File: src/hdl/rti_pkg.sv
// Shared types and constants for the ray / triangle intersection tester.
// No dependencies; imported by rti_mul, rti_div, ray_triangle_intersect and the testbench.
package rti_pkg;

    localparam int LIMB_WIDTH      = 32;
    localparam int QUO_WIDTH       = 32;
    localparam int CFG_INDEX_WIDTH = 2;

    typedef enum logic [CFG_INDEX_WIDTH-1:0] {
        REG_VERTEX_A = 2'd0,
        REG_VERTEX_B = 2'd1,
        REG_VERTEX_C = 2'd2
    } reg_index_t;

    typedef enum logic [1:0] {
        REASON_HIT      = 2'd0,
        REASON_PARALLEL = 2'd1,
        REASON_BEHIND   = 2'd2,
        REASON_OUTSIDE  = 2'd3
    } miss_reason_t;

    typedef struct packed {
        logic         hit;
        miss_reason_t reason;
    } result_flags_t;

endpackage

File: src/hdl/rti_mul.sv
// Pipelined signed multiplier, three register stages, split into 32x32 partial products.
// Depends on rti_pkg (limb width).
module rti_mul #(
    parameter int AW = 17,
    parameter int BW = 17
) (
    input  logic                 clk,
    input  logic                 ce,
    input  logic signed [AW-1:0] a,
    input  logic signed [BW-1:0] b,
    output logic signed [AW+BW-1:0] p
);
    import rti_pkg::*;

    localparam int NA = (AW + LIMB_WIDTH - 1) / LIMB_WIDTH;
    localparam int NB = (BW + LIMB_WIDTH - 1) / LIMB_WIDTH;
    localparam int AX = NA * LIMB_WIDTH;
    localparam int BX = NB * LIMB_WIDTH;
    localparam int PW = AW + BW;
    localparam int SW = AX + BX;

    logic [AW-1:0]           a_abs;
    logic [BW-1:0]           b_abs;
    logic [AX-1:0]           am_reg;
    logic [BX-1:0]           bm_reg;
    logic                    neg1_reg;
    logic                    neg2_reg;
    logic [2*LIMB_WIDTH-1:0] pp_reg [NA][NB];
    logic [SW-1:0]           acc;
    logic signed [PW-1:0]    p_reg;

    always_comb begin
        a_abs = a[AW-1] ? AW'(-a) : AW'(a);
        b_abs = b[BW-1] ? BW'(-b) : BW'(b);
    end

    always_comb begin
        acc = '0;
        for (int i = 0; i < NA; i++) begin
            for (int j = 0; j < NB; j++) begin
                acc = acc + (SW'(pp_reg[i][j]) << (LIMB_WIDTH * (i + j)));
            end
        end
    end

    always_ff @(posedge clk) begin
        if (ce) begin
            am_reg   <= AX'(a_abs);
            bm_reg   <= BX'(b_abs);
            neg1_reg <= a[AW-1] ^ b[BW-1];
            for (int i = 0; i < NA; i++) begin
                for (int j = 0; j < NB; j++) begin
                    pp_reg[i][j] <= am_reg[i*LIMB_WIDTH +: LIMB_WIDTH]
                                  * bm_reg[j*LIMB_WIDTH +: LIMB_WIDTH];
                end
            end
            neg2_reg <= neg1_reg;
            p_reg    <= neg2_reg ? PW'(-acc) : PW'(acc);
        end
    end

    assign p = p_reg;

endmodule

File: config.mk
export PLATFORM = sky130hd
export DESIGN_NAME = rti_mul
export DESIGN_NICKNAME = d
export VERILOG_FILES = /design/src/hdl/rti_pkg.sv /design/src/hdl/rti_mul.sv
export SDC_FILE = /design/constraint.sdc
export NUM_CORES = 1
export LEC_CHECK = 0
export CAP_MARGIN = 20
export CORE_MARGIN = 2
export CORE_UTILIZATION = 36
export CTS_CLUSTER_DIAMETER = 150
export DETAILED_ROUTE_END_ITERATION = 8
export DONT_BUFFER_PORTS = 1
export GPL_TIMING_DRIVEN = 0
export RECOVER_POWER = 25
export SYNTH_ARGS = -nofsm -noshare
export SYNTH_HDL_FRONTEND = slang
export SYNTH_SLANG_ARGS = --single-unit
File: constraint.sdc
create_clock -name clk -period 8.5 [get_ports clk]
set_clock_uncertainty 0.05 [all_clocks]
set_input_delay 0.85 -clock clk [delete_from_list [all_inputs] [get_ports clk]]
set_output_delay 0.85 -clock clk [all_outputs]
set_load 0.01 [all_outputs]
### Word level (Yosys, flattened, before mapping)

Memories as Yosys holds them, arrays and structs flattened.
Cells that the tools add are included.

| storage, ports and cells | value |
|---|---|
| memories kept | 1 |
| register bits | 70 |
| input bits | 36 |
| RAM bits | 34 |
| word-level logic and storage cells | 18 |
| output and inout bits | 34 |

| cells by class | value |
|---|---|
| add/sub/neg operators | 3 |
| mux-type cells | 5 |
| bitwise operators | 1 |
| multiply operators | 1 |

Memory list:

| name | depth | bits a word | rd ports | clocked after memory_dff | wr ports | line | text |
|---|---|---|---|---|---|---|---|
| pp_reg | 1 | 34 | 1 | 0 | 1 | rti_mul.sv:28 | `logic [2*LIMB_WIDTH-1:0] pp_reg [NA][NB];` |

Operator list:

| operator | count |
|---|---|
| multiplier 17 x 17 -> 34 bit | 1 |
| 2-to-1 mux 34 bit | 1 |
| negation 17 bit | 2 |
| negation 34 bit | 1 |
| 2-to-1 mux 16 bit | 2 |
| 2-to-1 mux 1 bit | 2 |
| XOR 1 bit | 1 |

### Logic depth before layout (Yosys ltp)

Gate-level depths: netlist of the first run.
An unclocked memory read counts as a cell.

| logic depth | value |
|---|---|
| word-level depth | 3 |
| depth in mapped cells | 22 |

### Worst setup path before layout of the first run

No wires, ideal clock.

| timing path | value |
|---|---|
| path type | register to register |
| start point | register am_reg[10] |
| end point | memory pp_reg[0][28] in the netlist's numbering (data pin) |
| arrival time | 5,559 ps |
| setup slack | 2,626 ps |
| setup time | 265 ps |
| cell stages (with the launch flop) | 20 |
| path through | edfxtp_1 > clkbuf_1 > nand2_1 > fa_1 > fa_1 > fa_1 > fa_1 > inv_1 > fa_1 > inv_1 > fa_1 > inv_1 > ha_1 > nand2_1 > o21ai_0 > a21o_1 > a211o_1 > a41oi_1 > o21ai_0 > xor2_1 |

| on the way | value |
|---|---|
| longest elaborated chain between the ends | 1 |

Ends and longest elaborated chain:

| what | line | text |
|---|---|---|
| from (decl) | rti_mul.sv:24 | `logic [AX-1:0] am_reg;` |
| from (signal assigned) | rti_mul.sv:48 | `am_reg <= AX'(a_abs);` |
| multiplier 17 x 17 -> 34 bit | rti_mul.sv:54 | `* bm_reg[j*LIMB_WIDTH +: LIMB_WIDTH];` |
| to (decl) | rti_mul.sv:28 |  |

No other way between the ends.

### Final worst setup path of the first run

| timing path | value |
|---|---|
| start point | register am_reg[10] |
| end point | memory pp_reg[0][30] in the netlist's numbering (data pin) |

The elaborated chain is that of the path after synthesis.

==> impl_metrics.json, run 1 <==
{
  "outcome": "finished, final reports clean",
  "min_path_type": "register to register",
  "r2r-end": "pp_reg[0][30]",
  "fin_util": 0.3891,
  "crit_path_start": "am_reg[10]",
  "stdcell_count": 1941,
  "synthTopCellsByCount": "inv_1 (286), fa_1 (224), nand2_1 (195)",
  "r2r-start": "am_reg[10]",
  "critPathRequiredTime_ns": 8.56,
  "ys_ff_latch": 104,
  "synth_area_um2": 13990,
  "antenna_found_initial": 0,
  "numPortBuffers": 0,
  "maxSlewViolCount": 0,
  "fin_crit_ns": 7.079,
  "cts-buffers-inserted": 9,
  "root_buffer": "clkbuf_16",
  "critPathLaunchType": "register",
  "nets": 1789,
  "track_usage": 0.1765,
  "synth_edf_count": 104,
  "routed_wl_mm": 34.34,
  "yosysMostFrequentCell": "inv_1",
  "placedCellCount": 1925,
  "avgSynthCellArea_um2": 9.942,
  "grt_pass1_vias": 9941,
  "cts_tree": "done",
  "worstPathMaxFanout": 10,
  "place_hpwl_mm": 27.62,
  "start_util": 0.3636,
  "clock_path_buffers": 2,
  "clkTransAtPathRegs_ns": 0.07,
  "hp-start": "pp_reg[0][33]",
  "wl_per_cell_um": 17.69,
  "synth_nets": 1778,
  "synthArstFlopShare": 0,
  "io_pins": 70,
  "cts_sinks": 104,
  "layout_setup_ws_ns": 1.421,
  "drtIter0Drc": 703,
  "cts_setup_buffers": 0,
  "grt_pass1_wl_mm": 55.17,
  "die_w_um": 201.1,
  "cts_resized": 0,
  "first_pass_iters": 4,
  "end_kind": "register",
  "maxCapViolCount": 0,
  "grt_setup_unrepaired": "no",
  "drc_errors": 0,
  "clock_latency_ns": 0.37,
  "reg2reg_depth": 19,
  "core_um2": 38470,
  "final.fill_count": 3824,
  "dominantRegCellSynth": "edfxtp_1",
  "hold_viol_final": 0,
  "ys_seq_area_frac": 0.2233,
  "antenna_left": 0,
  "worst_slew_pin_slew_ns": 0.7315,
  "fmax_mhz": 141.3,
  "endpoint": "pp_reg[0][30]",
  "syn_to_final_growth_pct": 7.013,
  "grt.overflow.total": 0,
  "maxSlewHeadroom": 0.5123,
  "ys_types": 50,
  "reg2reg_slack_ns": 1.42,
  "hold_buffers": 0,
  "vias_per_cell": 4.820,
  "num_rows": 72,
  "synth_top_cell_area_share": 0.3206,
  "die_height_um": 201.1,
  "grt_max_degree": 105,
  "syn-instance-count": 1407,
  "htreeDepth": 3,
  "period_share": 0.8328,
  "layout-drive-gt1-share": 0.01687,
  "yosysTopAreaCell": "fa_1",
  "ys_warn_count": 0,
  "setup_viol": 0,
  "post-place-ws_ns": 1.446,
  "worstSetupPathType": "register to register",
  "via_count": 9356,
  "synthTopCellsByArea": "fa_1 (32%), edfxtp_1 (22%), ha_1 (9.9%)",
  "fin_setup_tns_ns": 0,
  "die-area_um2": 40450,
  "diodes": 0,
  "arrival_ns": 7.14,
  "globalplace.congestion": 0.9102
}
-- metrics by stage --
stage | hold WS [ns] | instance area [um^2]
after floorplan | 0.3503 | 13990
after global placement | 0.4990 | 14640
after detailed placement | 0.5121 | 14640
after CTS | 0.5170 | 14970
after global routing | 0.5174 | 14970
final | 0.5136 | 14970
-- layout by cell type (no fill, tap or decap), types with 3 or more instances in the layout --
master     instances
inv_1            286
fa_1             224
nand2_1          195
and2_1           134
ha_1             111
edfxtp_1         104
xnor2_1           81
clkbuf_1          49
o21ai_0           40
a21oi_1           27
o31ai_1           20
nor2_1            15
xor2_1             9
clkbuf_16          9
a21o_1             8
a31oi_1            8
nor3_1             8
or3_1              8
nand2b_1           7
or4_1              7
nand3_1            6
o21a_1             6
o41ai_1            6
and3_1             5
and4_1             4
nor2b_1            4
o211ai_1           3
nand4_1            3
-- layer usage --
layer,up-vias,routed length (um),global-route usage,part of all wire
met5,-,0,0,0
met4,0,845,0.04656,0.025
met3,68,2570,0.03628,0.075
met2,325,15350,0.2808,0.45
met1,4541,15580,0.2459,0.45
li1,4422,-,-,-
-- cell families (layout without fill, tap and decap cells) --
family          Yosys count  after routing  synth area share
simple gates            406            406            0.1457
buf+inv                 336            352           0.09070
fa+ha+maj               335            335            0.4199
xor+xnor                 90             90           0.05635
flops                   104            104            0.2233
compound gates          136            136           0.06413
-- final cells by class --
| class | count | area, um^2 | share of cell area |
|---|---|---|---|
| tap | 518 | 648.1 | 0.04330 |
| sequential | 104 | 3123 | 0.2086 |
| buffer | 50 | 195.2 | 0.01304 |
| clock inverter | 6 | 103.9 | 0.006937 |
| multi-input combinational | 967 | 9597 | 0.6411 |
| inverter | 286 | 1074 | 0.07171 |
| clock buffer | 10 | 229.0 | 0.01530 |
-- how the worst min path moves through the flow --
stage                end  depth (start not counted)
6_report           p[33]                          1
5_1_grt        am_reg[0]                          0
4_1_cts        bm_reg[0]                          0
3_5_place_dp       p[33]                          1
3_3_place_gp       p[33]                          1
2_1_floorplan   neg2_reg                          0
-- critical path: stages, from the launching register on --
cell and delay, ns:
edfxtp_1 0.59, clkbuf_1 0.57, nand2_1 0.17, fa_1 0.55, fa_1 0.60, fa_1 0.46
fa_1 0.55, inv_1 0.05, fa_1 0.47, inv_1 0.05, fa_1 0.47, inv_1 0.04
ha_1 0.37, and4_1 0.29, o2111ai_1 0.16, a21oi_1 0.28, a31oi_1 0.14, o311ai_0 0.64
a31oi_1 0.19, xnor2_1 0.15
Power of run 1 is left out: the tool's default activity adds up to more than one toggle a clock period on the data nets, which glitch-free logic cannot reach.
==> inputs of run 2 (changes only) <==
==> constraint.sdc (replaced) <==
create_clock -name clk -period 6.2 [get_ports clk]
set_clock_uncertainty 0.05 [all_clocks]
set_input_delay 0.62 -clock clk [delete_from_list [all_inputs] [get_ports clk]]
set_output_delay 0.62 -clock clk [all_outputs]
set_load 0.01 [all_outputs]
==> run 2 against run 1 <==
Compared with the run above: hold slack lost 0.21 ns; final area grew 3.9%; core utilization grew 1.5 points; critical endpoint is now pp_reg[0][32]; final cell count grew 2.4%; flip-flop and latch count is the same; setup slack lost 1.3 ns; global-route usage grew 0.72 points; fmax grew 17%; via count grew 2.5%; critical path type unchanged; die area is the same.
==> impl_metrics.json, run 2 (synthesis results as in run 1) <==
{
  "worstPathMaxFanout": 6,
  "placedInstanceArea_um2": 14640,
  "track_usage": 0.1837,
  "arrival_ns": 6.11,
  "cpMostUsedCell": "fa_1",
  "drtIter0Drc": 752,
  "fin_setup_tns_ns": 0,
  "stdcell_count": 1987,
  "r2r-end": "pp_reg[0][32]",
  "die_w_um": 201.1,
  "mostFrequentLayoutCell": "inv_1",
  "crit_path_top_delay_cell": "fa_1",
  "hp-start": "a[0]",
  "num_rows": 72,
  "worst-path-buf-inv": 5,
  "hold_viol_final": 0,
  "cts-buffers-inserted": 9,
  "worstSetupPathType": "register to register",
  "core_um2": 38470,
  "cp_top_family": "adder cells",
  "drc_errors": 0,
  "start_util": 0.3636,
  "routed_wl_mm": 36.00,
  "maxSlewViolCount": 0,
  "vias_per_cell": 4.827,
  "globalplace.congestion": 0.9102,
  "hold_buffers": 0,
  "placedCellCount": 1925,
  "htreeDepth": 3,
  "wl_per_cell_um": 18.12,
  "cts_tree": "done",
  "fin_crit_ns": 6.056,
  "setup_viol": 0,
  "end_kind": "register",
  "cpPeakStageDelay_ns": 0.55,
  "grt_pass1_wl_mm": 57.15,
  "antenna_found_initial": 1,
  "grt_pass1_vias": 10110,
  "critPathLaunchType": "register",
  "nets": 1833,
  "clkTransAtPathRegs_ns": 0.08,
  "fin_area_um2": 15550,
  "fin_util": 0.4041,
  "io_pins": 70,
  "layout_common_cells": "inv_1 (286), fa_1 (224), nand2_1 (195), and2_1 (134), edfxtp_1 (104)",
  "first_pass_iters": 5,
  "die_height_um": 201.1,
  "r2r-start": "am_reg[7]",
  "cts_sinks": 104,
  "period_share": 0.9767,
  "crit_chain": "buf_6 -> and2_1 -> fa_1 -> inv_1 -> fa_1 -> fa_1 -> fa_1 -> inv_1 -> fa_1 -> inv_1 -> fa_1 -> inv_1 -> ha_4 -> and4_4 -> o2111ai_1 -> a21oi_2 -> a211o_1 -> a41oi_2 -> o31a_1 -> xnor2_1",
  "outcome": "finished, final reports clean",
  "grt_max_degree": 105,
  "clock_latency_ns": 0.37,
  "worst_slew_pin_slew_ns": 0.6479,
  "grt_setup_unrepaired": "yes",
  "multiInputGateArea_um2": 9713,
  "place_hpwl_mm": 27.62,
  "numPortBuffers": 0,
  "min_path_cells": 0,
  "syn_to_final_growth_pct": 11.14,
  "maxCapViolCount": 0,
  "reg2reg_depth": 20,
  "via_count": 9591,
  "seq_area_um2": 3123,
  "min_path_type": "input port to register",
  "grt.overflow.total": 0,
  "antenna_left": 0,
  "fmax_mhz": 165.1,
  "die-area_um2": 40450,
  "layout-drive-gt1-share": 0.08657,
  "final.fill_count": 3789,
  "clock_path_buffers": 2,
  "reg2reg_slack_ns": 0.14,
  "critPathRequiredTime_ns": 6.26,
  "holdPathEnd": "am_reg[0]",
  "root_buffer": "clkbuf_16",
  "maxSlewHeadroom": 0.5681
}
[run 2: worst max path at each step]
stage	startpoint	cells after the start	endpoint
final	am_reg[7]	20	pp_reg[0][32]
after global routing	am_reg[7]	20	pp_reg[0][32]
after detailed placement	am_reg[10]	19	pp_reg[0][30]
after CTS	am_reg[14]	19	pp_reg[0][33]
after floorplan	am_reg[10]	19	pp_reg[0][28]
after global placement	bm_reg[3]	19	pp_reg[0][30]
[run 2: routing by layer]
| metal | routed length [um] | global-route usage | vias up |
|---|---|---|---|
| li1 | - | - | 4513 |
| met1 | 16240 | 0.2553 | 4716 |
| met2 | 16430 | 0.2941 | 303 |
| met3 | 2608 | 0.03920 | 59 |
| met4 | 730 | 0.04365 | 0 |
| met5 | 0 | 0 | - |
[run 2: repair_timing]
| action | 4_1_cts | 5_1_grt |
|---|---|---|
| pin swaps | 1 | 6 |
| setup endpoints to repair | 17 | 14 |
| endpoints found under the hold margin | 0 | 0 |
| buffers inserted | 40 | 9 |
| resized for setup | 55 | 46 |
[run 2: area by class of cell]
type                            count  share of cell area
Clock buffer                       10             0.01473
Multi-Input combinational cell    967              0.6248
Tap cell                          518             0.04169
Inverter                          286             0.06905
Clock inverter                      6            0.006680
Buffer                             45             0.01795
Sequential cell                   104              0.2009
Timing Repair Buffer               49             0.02390
Antenna cell                        2           0.0003219
[run 2: through the flow]
step,setup WS (ns),hold slack [ns]
2_1_floorplan,0.3257,0.3503
3_3_place_gp,-0.7969,0.4990
3_5_place_dp,-0.8543,0.5121
4_1_cts,0.003860,0.2870
5_1_grt,-0.002126,0.2875
6_report,0.1443,0.3013
Power of run 2 is left out for the same reason.
